--- src/hw/rtl/ipap_pkg.sv ---
// Shared types and constants for the IP address text parser.
`default_nettype none

package ipap_pkg;

    localparam int QUEUE_DEPTH = 4;
    localparam int QUEUE_PTR_W = $clog2(QUEUE_DEPTH);
    localparam int QUEUE_CNT_W = $clog2(QUEUE_DEPTH + 1);

    localparam logic [7:0] CHAR_DOT   = 8'h2e;
    localparam logic [7:0] CHAR_COLON = 8'h3a;
    localparam logic [7:0] CHAR_SPACE = 8'h20;
    localparam logic [7:0] CHAR_TAB   = 8'h09;

    localparam int QUAD_FIELDS = 4;
    localparam int HEX_GROUPS  = 8;

    typedef struct packed {
        logic [7:0] char_code;
        logic       last;
    } in_item_t;

    typedef struct packed {
        logic        valid_res;
        logic        is_ipv6;
        logic [63:0] address_high;
        logic [63:0] address_low;
    } res_item_t;

    // classified character passed from the front end to the parsers
    typedef struct packed {
        logic       last;
        logic       is_digit;
        logic       is_hex;
        logic       is_blank;
        logic       is_dot;
        logic       is_colon;
        logic [3:0] nibble;
    } cls_t;

endpackage

`default_nettype wire

--- src/hw/rtl/ipap_front.sv ---
// Front end: accepts characters and classifies them for the parsers.
`default_nettype none

module ipap_front (
    input  wire logic             push,
    input  wire ipap_pkg::in_item_t item,
    input  wire logic             q_full,
    output logic                  full,
    output logic                  q_push,
    output ipap_pkg::cls_t        q_data
);
    import ipap_pkg::*;

    logic [7:0] c;

    assign c      = item.char_code;
    assign full   = q_full;
    assign q_push = push & ~q_full;

    always_comb
    begin
        q_data          = '0;
        q_data.last     = item.last;
        q_data.is_blank = (c == CHAR_SPACE) || (c == CHAR_TAB);
        q_data.is_dot   = (c == CHAR_DOT);
        q_data.is_colon = (c == CHAR_COLON);
        if (c >= 8'h30 && c <= 8'h39)
        begin
            q_data.is_digit = 1'b1;
            q_data.is_hex   = 1'b1;
            q_data.nibble   = c[3:0];
        end
        else if ((c >= 8'h61 && c <= 8'h66) || (c >= 8'h41 && c <= 8'h46))
        begin
            q_data.is_hex = 1'b1;
            q_data.nibble = 4'(c[2:0] + 3'd1) + 4'd8;
        end
    end

endmodule

`default_nettype wire

--- src/hw/rtl/ipap_queue.sv ---
// Short queue of classified characters between front end and parsers.
`default_nettype none

module ipap_queue (
    input  wire logic           clk,
    input  wire logic           rst_n,
    input  wire logic           wr_en,
    input  wire ipap_pkg::cls_t wr_data,
    output logic                full,
    input  wire logic           rd_en,
    output logic                rd_valid,
    output ipap_pkg::cls_t      rd_data
);
    import ipap_pkg::*;

    cls_t                   mem [QUEUE_DEPTH];
    logic [QUEUE_PTR_W-1:0] wr_ptr_reg;
    logic [QUEUE_PTR_W-1:0] rd_ptr_reg;
    logic [QUEUE_CNT_W-1:0] count_reg;
    logic                   do_wr;
    logic                   do_rd;

    assign full     = (count_reg == QUEUE_CNT_W'(QUEUE_DEPTH));
    assign rd_valid = (count_reg != '0);
    assign rd_data  = mem[rd_ptr_reg];
    assign do_wr    = wr_en & ~full;
    assign do_rd    = rd_en & rd_valid;

    always_ff @(posedge clk)
    begin
        if (do_wr)
        begin
            mem[wr_ptr_reg] <= wr_data;
        end
    end

    always_ff @(posedge clk or negedge rst_n)
    begin
        if (!rst_n)
        begin
            wr_ptr_reg <= '0;
            rd_ptr_reg <= '0;
            count_reg  <= '0;
        end
        else
        begin
            if (do_wr)
            begin
                wr_ptr_reg <= (wr_ptr_reg == QUEUE_PTR_W'(QUEUE_DEPTH - 1)) ? '0
                                                                            : wr_ptr_reg + 1'b1;
            end
            if (do_rd)
            begin
                rd_ptr_reg <= (rd_ptr_reg == QUEUE_PTR_W'(QUEUE_DEPTH - 1)) ? '0
                                                                            : rd_ptr_reg + 1'b1;
            end
            if (do_wr && !do_rd)
            begin
                count_reg <= count_reg + 1'b1;
            end
            else if (!do_wr && do_rd)
            begin
                count_reg <= count_reg - 1'b1;
            end
        end
    end

endmodule

`default_nettype wire

--- src/hw/rtl/ipap_engine.sv ---
// Back end: IPv4 and IPv6 parse state, result assembly and result register.
`default_nettype none

module ipap_engine (
    input  wire logic           clk,
    input  wire logic           rst_n,
    input  wire logic           q_valid,
    input  wire ipap_pkg::cls_t q_data,
    output logic                q_pop,
    output logic                empty,
    input  wire logic           pop,
    output ipap_pkg::res_item_t result
);
    import ipap_pkg::*;

    localparam logic [1:0] QPH_LEAD  = 2'd0;
    localparam logic [1:0] QPH_BLANK = 2'd1;
    localparam logic [1:0] QPH_DIG   = 2'd2;
    localparam logic [1:0] QPH_DONE  = 2'd3;

    localparam logic [1:0] HPH_EMPTY = 2'd0;
    localparam logic [1:0] HPH_BLANK = 2'd1;
    localparam logic [1:0] HPH_DIG   = 2'd2;

    logic        dot_reg,   dot_next;
    logic        start_reg, start_next;
    logic [7:0]  qb_reg    [QUAD_FIELDS];
    logic [7:0]  qb_next   [QUAD_FIELDS];
    logic [1:0]  qidx_reg,  qidx_next;
    logic [1:0]  qph_reg,   qph_next;
    logic        qerr_reg,  qerr_next;
    logic [15:0] hg_reg    [HEX_GROUPS];
    logic [15:0] hg_next   [HEX_GROUPS];
    logic [3:0]  hcnt_reg,  hcnt_next;
    logic [1:0]  hph_reg,   hph_next;
    logic        herr_reg,  herr_next;
    res_item_t   res_reg,   res_next;
    logic        rv_reg,    rv_next;

    logic        take;
    logic        do_start;
    logic [1:0]  f;
    logic [2:0]  g;
    logic        valid;

    assign take   = q_valid & (~q_data.last | ~rv_reg | pop);
    assign q_pop  = take;
    assign empty  = ~rv_reg;
    assign result = res_reg;
    assign f      = qidx_reg;
    assign g      = 3'(hcnt_reg - 4'd1);

    always_comb
    begin
        dot_next   = dot_reg | q_data.is_dot;
        start_next = 1'b0;
        qb_next    = qb_reg;
        qidx_next  = qidx_reg;
        qph_next   = qph_reg;
        qerr_next  = qerr_reg;
        hg_next    = hg_reg;
        hcnt_next  = hcnt_reg;
        hph_next   = hph_reg;
        herr_next  = herr_reg;
        do_start   = 1'b0;

        if (!qerr_reg && qph_reg != QPH_DONE)
        begin
            if (q_data.is_digit)
            begin
                qb_next[f] = qb_reg[f] * 8'd10 + {4'b0, q_data.nibble};
                qph_next   = QPH_DIG;
            end
            else if (q_data.is_blank && qph_reg != QPH_DIG)
            begin
                qph_next = QPH_BLANK;
            end
            else if (f == 2'd3)
            begin
                qph_next = QPH_DONE;
            end
            else if (q_data.is_dot && qph_reg != QPH_BLANK)
            begin
                qidx_next = f + 2'd1;
                qph_next  = QPH_LEAD;
            end
            else
            begin
                qerr_next = 1'b1;
            end
        end

        if (!herr_reg)
        begin
            if (start_reg)
            begin
                if (q_data.is_colon)
                begin
                    hph_next = HPH_EMPTY;
                end
                else
                begin
                    do_start = 1'b1;
                end
            end
            else if (hph_reg == HPH_EMPTY)
            begin
                do_start = 1'b1;
            end
            else if (hph_reg == HPH_BLANK)
            begin
                if (q_data.is_hex)
                begin
                    hg_next[g] = {12'b0, q_data.nibble};
                    hph_next   = HPH_DIG;
                end
                else if (!q_data.is_blank)
                begin
                    herr_next = 1'b1;
                end
            end
            else
            begin
                if (q_data.is_hex)
                begin
                    hg_next[g] = {hg_reg[g][11:0], q_data.nibble};
                end
                else if (q_data.is_colon)
                begin
                    hph_next = HPH_EMPTY;
                end
                else
                begin
                    do_start = 1'b1;
                end
            end

            if (do_start)
            begin
                if (hcnt_reg[3])
                begin
                    herr_next = 1'b1;
                end
                else
                begin
                    hg_next[hcnt_reg[2:0]] = q_data.is_hex ? {12'b0, q_data.nibble} : 16'b0;
                    hcnt_next              = hcnt_reg + 4'd1;
                    if (q_data.is_hex)
                    begin
                        hph_next = HPH_DIG;
                    end
                    else if (q_data.is_blank)
                    begin
                        hph_next = HPH_BLANK;
                    end
                    else if (q_data.is_colon)
                    begin
                        hph_next = HPH_EMPTY;
                    end
                    else
                    begin
                        herr_next = 1'b1;
                    end
                end
            end
        end

        valid = dot_next ? (!qerr_next && qidx_next == 2'd3)
                         : (!herr_next && hph_next != HPH_BLANK);

        res_next           = '0;
        res_next.valid_res = valid;
        res_next.is_ipv6   = ~dot_next;
        if (valid)
        begin
            if (dot_next)
            begin
                res_next.address_high = {qb_next[0], qb_next[1], qb_next[2], qb_next[3],
                                         32'b0};
            end
            else
            begin
                res_next.address_high = {hg_next[0], hg_next[1], hg_next[2], hg_next[3]};
                res_next.address_low  = {hg_next[4], hg_next[5], hg_next[6], hg_next[7]};
            end
        end

        if (take && q_data.last)
        begin
            rv_next = 1'b1;
        end
        else if (pop)
        begin
            rv_next = 1'b0;
        end
        else
        begin
            rv_next = rv_reg;
        end
    end

    always_ff @(posedge clk or negedge rst_n)
    begin
        if (!rst_n)
        begin
            dot_reg   <= 1'b0;
            start_reg <= 1'b1;
            qidx_reg  <= '0;
            qph_reg   <= QPH_LEAD;
            qerr_reg  <= 1'b0;
            hcnt_reg  <= '0;
            hph_reg   <= HPH_EMPTY;
            herr_reg  <= 1'b0;
            rv_reg    <= 1'b0;
            for (int i = 0; i < QUAD_FIELDS; i++)
            begin
                qb_reg[i] <= '0;
            end
            for (int i = 0; i < HEX_GROUPS; i++)
            begin
                hg_reg[i] <= '0;
            end
        end
        else
        begin
            rv_reg <= rv_next;
            if (take)
            begin
                if (q_data.last)
                begin
                    dot_reg   <= 1'b0;
                    start_reg <= 1'b1;
                    qidx_reg  <= '0;
                    qph_reg   <= QPH_LEAD;
                    qerr_reg  <= 1'b0;
                    hcnt_reg  <= '0;
                    hph_reg   <= HPH_EMPTY;
                    herr_reg  <= 1'b0;
                    for (int i = 0; i < QUAD_FIELDS; i++)
                    begin
                        qb_reg[i] <= '0;
                    end
                    for (int i = 0; i < HEX_GROUPS; i++)
                    begin
                        hg_reg[i] <= '0;
                    end
                end
                else
                begin
                    dot_reg   <= dot_next;
                    start_reg <= start_next;
                    qidx_reg  <= qidx_next;
                    qph_reg   <= qph_next;
                    qerr_reg  <= qerr_next;
                    hcnt_reg  <= hcnt_next;
                    hph_reg   <= hph_next;
                    herr_reg  <= herr_next;
                    qb_reg    <= qb_next;
                    hg_reg    <= hg_next;
                end
            end
        end
    end

    always_ff @(posedge clk)
    begin
        if (take && q_data.last)
        begin
            res_reg <= res_next;
        end
    end

endmodule

`default_nettype wire

--- src/hw/rtl/ip_address_text_parser_core.sv ---
// Top level of the IP address text parser.
`default_nettype none

// Takes one character per cycle while not full and parses it as IPv4 and IPv6
// side by side; a dot anywhere in the text selects IPv4. A character passes
// through a four-entry queue to the parse engine, which takes one per cycle
// unless a text's last character must wait for the previous result's pop.
// The result for a text appears on the result ports in the cycle after its last
// character is taken; the next text's earlier characters are taken meanwhile.
module ip_address_text_parser_core (
    input  wire logic                clk,
    input  wire logic                rst_n,
    input  wire logic                push,
    output logic                     full,
    input  wire ipap_pkg::in_item_t  item,
    output logic                     empty,
    input  wire logic                pop,
    output ipap_pkg::res_item_t      result
);
    import ipap_pkg::*;

    logic q_full;
    logic q_push;
    cls_t q_wdata;
    logic q_valid;
    logic q_pop;
    cls_t q_rdata;

    ipap_front u_front (
        .push   (push),
        .item   (item),
        .q_full (q_full),
        .full   (full),
        .q_push (q_push),
        .q_data (q_wdata)
    );

    ipap_queue u_queue (
        .clk      (clk),
        .rst_n    (rst_n),
        .wr_en    (q_push),
        .wr_data  (q_wdata),
        .full     (q_full),
        .rd_en    (q_pop),
        .rd_valid (q_valid),
        .rd_data  (q_rdata)
    );

    ipap_engine u_engine (
        .clk     (clk),
        .rst_n   (rst_n),
        .q_valid (q_valid),
        .q_data  (q_rdata),
        .q_pop   (q_pop),
        .empty   (empty),
        .pop     (pop),
        .result  (result)
    );

endmodule

`default_nettype wire
--- config.mk ---
export PLATFORM = sky130hd
export DESIGN_NAME = ip_address_text_parser_core
export DESIGN_NICKNAME = d
export VERILOG_FILES = /design/src/hw/rtl/ipap_pkg.sv /design/src/hw/rtl/ipap_front.sv /design/src/hw/rtl/ipap_queue.sv /design/src/hw/rtl/ipap_engine.sv /design/src/hw/rtl/ip_address_text_parser_core.sv
export SDC_FILE = /design/constraint.sdc
export NUM_CORES = 1
export LEC_CHECK = 0
export ABC_CLOCK_PERIOD_IN_PS = 6400
export BUFFER_PORTS_ARGS = -buffer_cell sky130_fd_sc_hd__clkbuf_2
export CAP_MARGIN = 20
export CORE_MARGIN = 10
export CORE_UTILIZATION = 60
export DETAILED_ROUTE_END_ITERATION = 8
export PLACE_DENSITY = 0.8
export SKIP_CTS_REPAIR_TIMING = 1
export SYNTH_ARGS = -nofsm -noshare
export SYNTH_HDL_FRONTEND = slang
export SYNTH_SLANG_ARGS = --single-unit
--- constraint.sdc ---
create_clock -name clk -period 6.4 [get_ports clk]
set_input_delay 0.32 -clock clk [delete_from_list [all_inputs] [get_ports clk]]
set_output_delay 0.32 -clock clk [all_outputs]
set_load 0.005 [all_outputs]
# After elaboration in Yosys (flattened, before gate mapping)

Memory sizes are Yosys's and may differ from the RTL's.
Cells that the tools add are included.

Bits in registers: 312
Word-level logic and storage cells: 217
Input port bits: 13
Output and inout bits: 132
RAM bits: 40
Memories: 1

Memories:

| memory      | depth | bits a word | read ports | clocked after Yosys merged registers in | write ports | RTL line         | RTL |
|---|---|---|---|---|---|---|---|
| u_queue.mem | 4     | 10          | 1          | 0                                       | 1           | ipap_queue.sv:16 | `cls_t mem [QUEUE_DEPTH];` |

Muxes and demuxes: 100
Order comparisons: 12
Add/sub/neg operators: 10
Reductions and logical operators: 32
Bitwise gates (word level): 15
Multiply operators: 1
Equal/unequal tests: 16

Operator list:

| operator             | count |
|---|---|
| $mux W128            | 10 |
| $bwmux W128          | 3 |
| $demux W16 S3        | 2 |
| $mux W32             | 3 |
| $mux W64             | 1 |
| $mux W2              | 27 |
| $bmux W16 S3         | 1 |
| $mux W1              | 34 |
| $bwmux W32           | 1 |
| $mux W16             | 2 |
| $mux W4              | 7 |
| $eq A8 B6 Y1 const B | 3 |
| $mux W12             | 2 |
| $mux W8              | 3 |
| $bmux W8 S2          | 1 |
| $demux W8 S2         | 1 |
| $ge A8 B7 Y1 const B | 2 |
| $le A8 B7 Y1 const B | 2 |
| $logic_and A1 B1 Y1  | 14 |
| $add A8 B4 Y8        | 1 |
| $eq A2 B2 Y1 const B | 4 |
| $eq A8 B4 Y1 const B | 1 |
| $ge A4 B4 Y1 const B | 2 |
| $ge A8 B6 Y1 const B | 1 |
| other kinds (30)     | 58 |

# Longest topological paths before layout

Depth in word-level cells: 17
Mapped depth: 13
Mapped depth without buffers: 11

# Hierarchy

A second synthesis with hierarchy kept.

Cell total of the unflattened synthesis: 1493
Area, all modules: 17494.3 µm²

Modules (own cells, without submodules):

| module      | area an instance (µm²) | instances | sequential area each (µm²) | cells each |
|---|---|---|---|---|
| ipap_engine | 15314.7                | 1         | 8284.2                     | 1366 |
| ipap_queue  | 1898.1                 | 1         | 1376.3                     | 89 |
| ipap_front  | 281.5                  | 1         | 0.0                        | 38 |

# Least setup slack after synthesis

Ideal clock, no wire load.

Kind: reg2reg
From: register u_queue.rd_ptr_reg[0]
To: register u_engine.res_reg, in the netlist u_engine.result[0] (enable)
Cell stages (with the launch flop): 8
Path buffers: 3
Setup slack: 1.481 ns
Arrival: 4.434 ns
Data required time: 5.914 ns
Cells stage by stage: dfrtp_1 > buf_6 > buf_4 > mux4_2 > a21oi_2 > buf_2 > nand2_1 > inv_1

Cells in the longest elaborated chain, start to end: 6

Ends and longest elaborated chain:

| element                   | RTL line           | RTL |
|---|---|---|
| start: declaration        | ipap_queue.sv:18   | `logic [QUEUE_PTR_W-1:0] rd_ptr_reg;` |
| start signal: assignment  | ipap_queue.sv:54   | `rd_ptr_reg <= (rd_ptr_reg == QUEUE_PTR_W'(QUEUE_DEPTH - 1)) ? '0` |
| $mem_v2 Z4 W10 (*)        | -                  |  |
| $not A1 Y1                | ipap_engine.sv:46  | `assign take = q_valid & (~q_data.last \| ~rv_reg \| pop);` |
| $or A1 B1 Y1 (2 in a row) | ipap_engine.sv:46  |  |
| $and A1 B1 Y1             | ipap_engine.sv:46  |  |
| $logic_and A1 B1 Y1 (*)   | ipap_engine.sv:267 | `if (take && q_data.last)` |
| end signal: assignment    | ipap_engine.sv:269 | `res_reg <= res_next;` |
| end: declaration          | ipap_engine.sv:37  | `res_item_t res_reg, res_next;` |

Mark *: on every way between the ends. The rest lies on a longest branch, timed or not.
A chain may end at the register's enable or synchronous reset.

# Worst setup path in the final report

From: register u_engine.qidx_reg[0], in the netlist u_engine.f[0]
To: register u_engine.res_reg, in the netlist u_engine.result[127] (data pin)

Cells in the longest elaborated chain, start to end: 10

Ends and longest elaborated chain:

| element                                    | RTL line           | RTL |
|---|---|---|
| start: declaration                         | ipap_engine.sv:29  | `logic [1:0] qidx_reg, qidx_next;` |
| start signal: assignment                   | ipap_engine.sv:252 | `qidx_reg <= qidx_next;` |
| $not A2 Y3 (not written as such)           | ipap_engine.sv:71  | `qb_next[f] = qb_reg[f] * 8'd10 + {4'b0, q_data.nibble};` |
| $bmux W8 S2                                | ipap_engine.sv:71  |  |
| $mux W8 (not written as such) (2 in a row) | ipap_engine.sv:71  |  |
| $mul A8 B3 Y7                              | ipap_engine.sv:71  |  |
| $add A8 B4 Y8                              | ipap_engine.sv:71  |  |
| $bwmux W32                                 | ipap_engine.sv:71  |  |
| $mux W32                                   | ipap_engine.sv:69  | `if (q_data.is_digit)` |
| $mux W32                                   | ipap_engine.sv:67  | `if (!qerr_reg && qph_reg != QPH_DONE)` |
| $mux W64                                   | ipap_engine.sv:176 | `if (dot_next)` |

Parallel ways exist; a longest one is shown, timed or not. The select of a mux whose other input is x is not followed.

==> flow_metrics.env <==
export IMPL_vias=12930
export IMPL_drc=0
export IMPL_ys_types=86
export IMPL_synth_ff_type="dfrtp_1"
export IMPL_dieArea_um2=35520
export IMPL_dp_hpwl_mm=32.77
export IMPL_clock_sinks=352
export IMPL_clock_fmax_mhz=219.7
export IMPL_worst_setup_path_start_kind="flop"
export IMPL_root_buffer="clkbuf_16"
export IMPL_num_nets_final=1570
export IMPL_drt_iter0_markers=1852
export IMPL_syn_to_final_growth_pct=13.09
export IMPL_cts_max_level=2
export IMPL_cts_tree="yes"
export IMPL_wl_per_cell_um=24.88
export IMPL_endpoint="u_engine.result[127]"
export IMPL_path_class="flop to flop"
export IMPL_synthArstFlopShare_pct=51.70
export IMPL_clk_insertion_delay_late_ns=0.54
export IMPL_routed_wl_mm=48.12
export IMPL_synth_warning_count=0
export IMPL_grt_start_max_net_pins=106
export IMPL_period_share_pct=71.13
export IMPL_mostFrequentLayoutCells="nor2_1 (198), dfrtp_1 (180), edfxtp_1 (170)"
export IMPL_power_leakage_nw=7.613
export IMPL_rr_worst_depth=11
export IMPL_initial_core_util_pct=61.12
export IMPL_antenna_found_initial=1
export IMPL_min_path_type="input port to flop"
export IMPL_fin_skew_ns=0.02160
export IMPL_syn_avg_cell_area_um2=11.97
export IMPL_cts_buffers=37
export IMPL_ant_nets=0
export IMPL_p_per_area_nw_per_um2=514.8
export IMPL_antenna_cells=0
export IMPL_num_io_pins=145
export IMPL_status="complete, but fails checks"
export IMPL_rsz0062_at_grt="no"
export IMPL_netlist_instances=1422
export IMPL_n_fill_cell=2021
export IMPL_core_um2=27860
export IMPL_synth_edf_count=170
export IMPL_grt_pass1_wl_mm=75.31
export IMPL_tightest_slew_ns=1.074
export IMPL_violations="hold timing"
export IMPL_cts_buffer_depth=3
export IMPL_drt_vias_per_instance=6.684
export IMPL_die_h_um=188.5
export IMPL_ys_seq_area_share_pct=56.73
export IMPL_dr_pass1_iters=6
export IMPL_worstPathRequired_ns=6.71
export IMPL_final_common_cell="nor2_1"
export IMPL_fp_dieW_um=188.5
export IMPL_peakVddDrop_mv=0.5494
export IMPL_grt_pass1_vias=12750
export IMPL_drv_cap=0
export IMPL_hold_viol_final=1
export IMPL_grt_ovfl_total=0
export IMPL_routabilityCongestion=0.9925
export IMPL_setup_tns_ns=0
export IMPL_clkTransAtPathRegs_ns=0.06
export IMPL_largest_reg_flops=130
export IMPL_io_buffers=144
export IMPL_r2r_start="u_engine.f[0]"
export IMPL_row_count=61
export IMPL_r2r_slack_ns=1.85
export IMPL_worst_path_max_fanout=14
export IMPL_cp_startpoint="u_engine.f[0]"
export IMPL_ys_ff_latch=352
export IMPL_r2r_end="u_engine.result[127]"
export IMPL_grt_use_total_pct=26.57
export IMPL_relSlewSlack_pct=28.15
export IMPL_slew_viol_final=0
export IMPL_arrival_ns=4.87
export IMPL_setup_viol=0
export IMPL_period_needed_ns=4.553
export IMPL_drive_gt1_share_pct=20.95
export IMPL_syn_nets=1465
export IMPL_hold_start="pop"
export IMPL_holdWs_ns=-0.007566
export IMPL_synth_area_um2=17030
export IMPL_endpoint_kind="flop"
==> where the power goes <==
group / internal [W] / switching (W)
Clock: 0.00137 / 0.000907
Combinational: 0.00119 / 0.00292
Sequential: 0.00317 / 0.000359
==> through the flow <==
stage / std cells / util [%] / total power [W] / cell area, um^2 / setup slack, ns
4_1_cts: 1930 / 68.90 / 0.009864 / 19190 / 1.864
6_report: 1934 / 69.13 / 0.009914 / 19260 / 1.848
3_5_place_dp: 1862 / 64.28 / 0.007601 / 17910 / 1.853
3_3_place_gp: 1861 / 64.24 / 0.007499 / 17900 / 2.064
5_1_grt: 1934 / 69.13 / 0.01042 / 19260 / 1.617
2_1_floorplan: 1422 / - / 0.006184 / 17030 / 1.481
==> routing by layer <==
layer | share of wire (%) | vias to the layer above | global-route usage, %
met5 | 0 | - | 0
met2 | 46 | 754 | 40.83
li1 | - | 5579 | -
met3 | 10 | 124 | 6.592
met1 | 41 | 6469 | 36.28
met4 | 3.2 | 0 | 9.158
==> cell usage after synthesis (9+ instances only) <==
cell type  number  share of area [%]
nor2_1        199                4.4
dfrtp_1       181                 27
edfxtp_1      170                 30
nand2_1       124                2.7
a22o_1        120                6.2
a22oi_1       101                4.5
clkbuf_1       58                1.3
o21ai_0        55                1.6
a21oi_1        40                1.2
mux4_2         40                5.3
buf_2          31               0.91
ha_1           27                2.0
inv_1          21               0.46
a211oi_2       19                1.4
and3_1         18               0.66
o2bb2ai_1      15               0.77
mux2i_1        14               0.82
a211oi_1       13               0.57
nor3_1         12               0.35
buf_6          10               0.66
and2_1          9               0.33
==> worst min path at each step <==
stage	endpoint	slack [ns]	depth (start not counted)
6_report	u_engine.rv_reg	-0.008	2
4_1_cts	u_queue.wr_ptr_reg[1]	-0.02	1
5_1_grt	u_engine.rv_reg	0.02	2
3_3_place_gp	u_engine.hg_reg[124]	0.46	2
3_5_place_dp	u_engine.hg_reg[127]	0.47	2
2_1_floorplan	u_engine.dot_reg	0.02	0
==> area by class of cell <==
type	instances	area, um^2	area share (%)
clock buffers	43	958.4	4.977
clock inverters	25	327.8	1.702
inverters	23	88.84	0.4613
multi-input cells	940	6765	35.13
flip-flops and latches	352	9662	50.17
well taps	378	473.0	2.456
repair buffers	173	982.2	5.100
==> cells by family after synthesis <==
kind of cell / share of synthesized area (%)
multiplexers: 6.466
adder cells (fa/ha/maj): 2.337
flip-flops: 56.73
XOR/XNOR: 0.6687
AO/OA/AOI/OAI: 19.60
buffers and inverters: 3.689
AND/OR/NAND/NOR: 10.50
==> worst max-delay path, cell delays in order, from the launching register on <==
cell,delay [ns]
dfrtp_1,0.75
mux4_2,0.64
ha_1,0.32
ha_1,0.22
fa_1,0.53
nand2_1,0.10
o21bai_1,0.16
mux2_2,0.36
a2bb2oi_1,0.15
xnor2_1,0.64
nand2_1,0.13
a221oi_1,0.32
No activity file was read; power rests on OpenSTA's default activity.
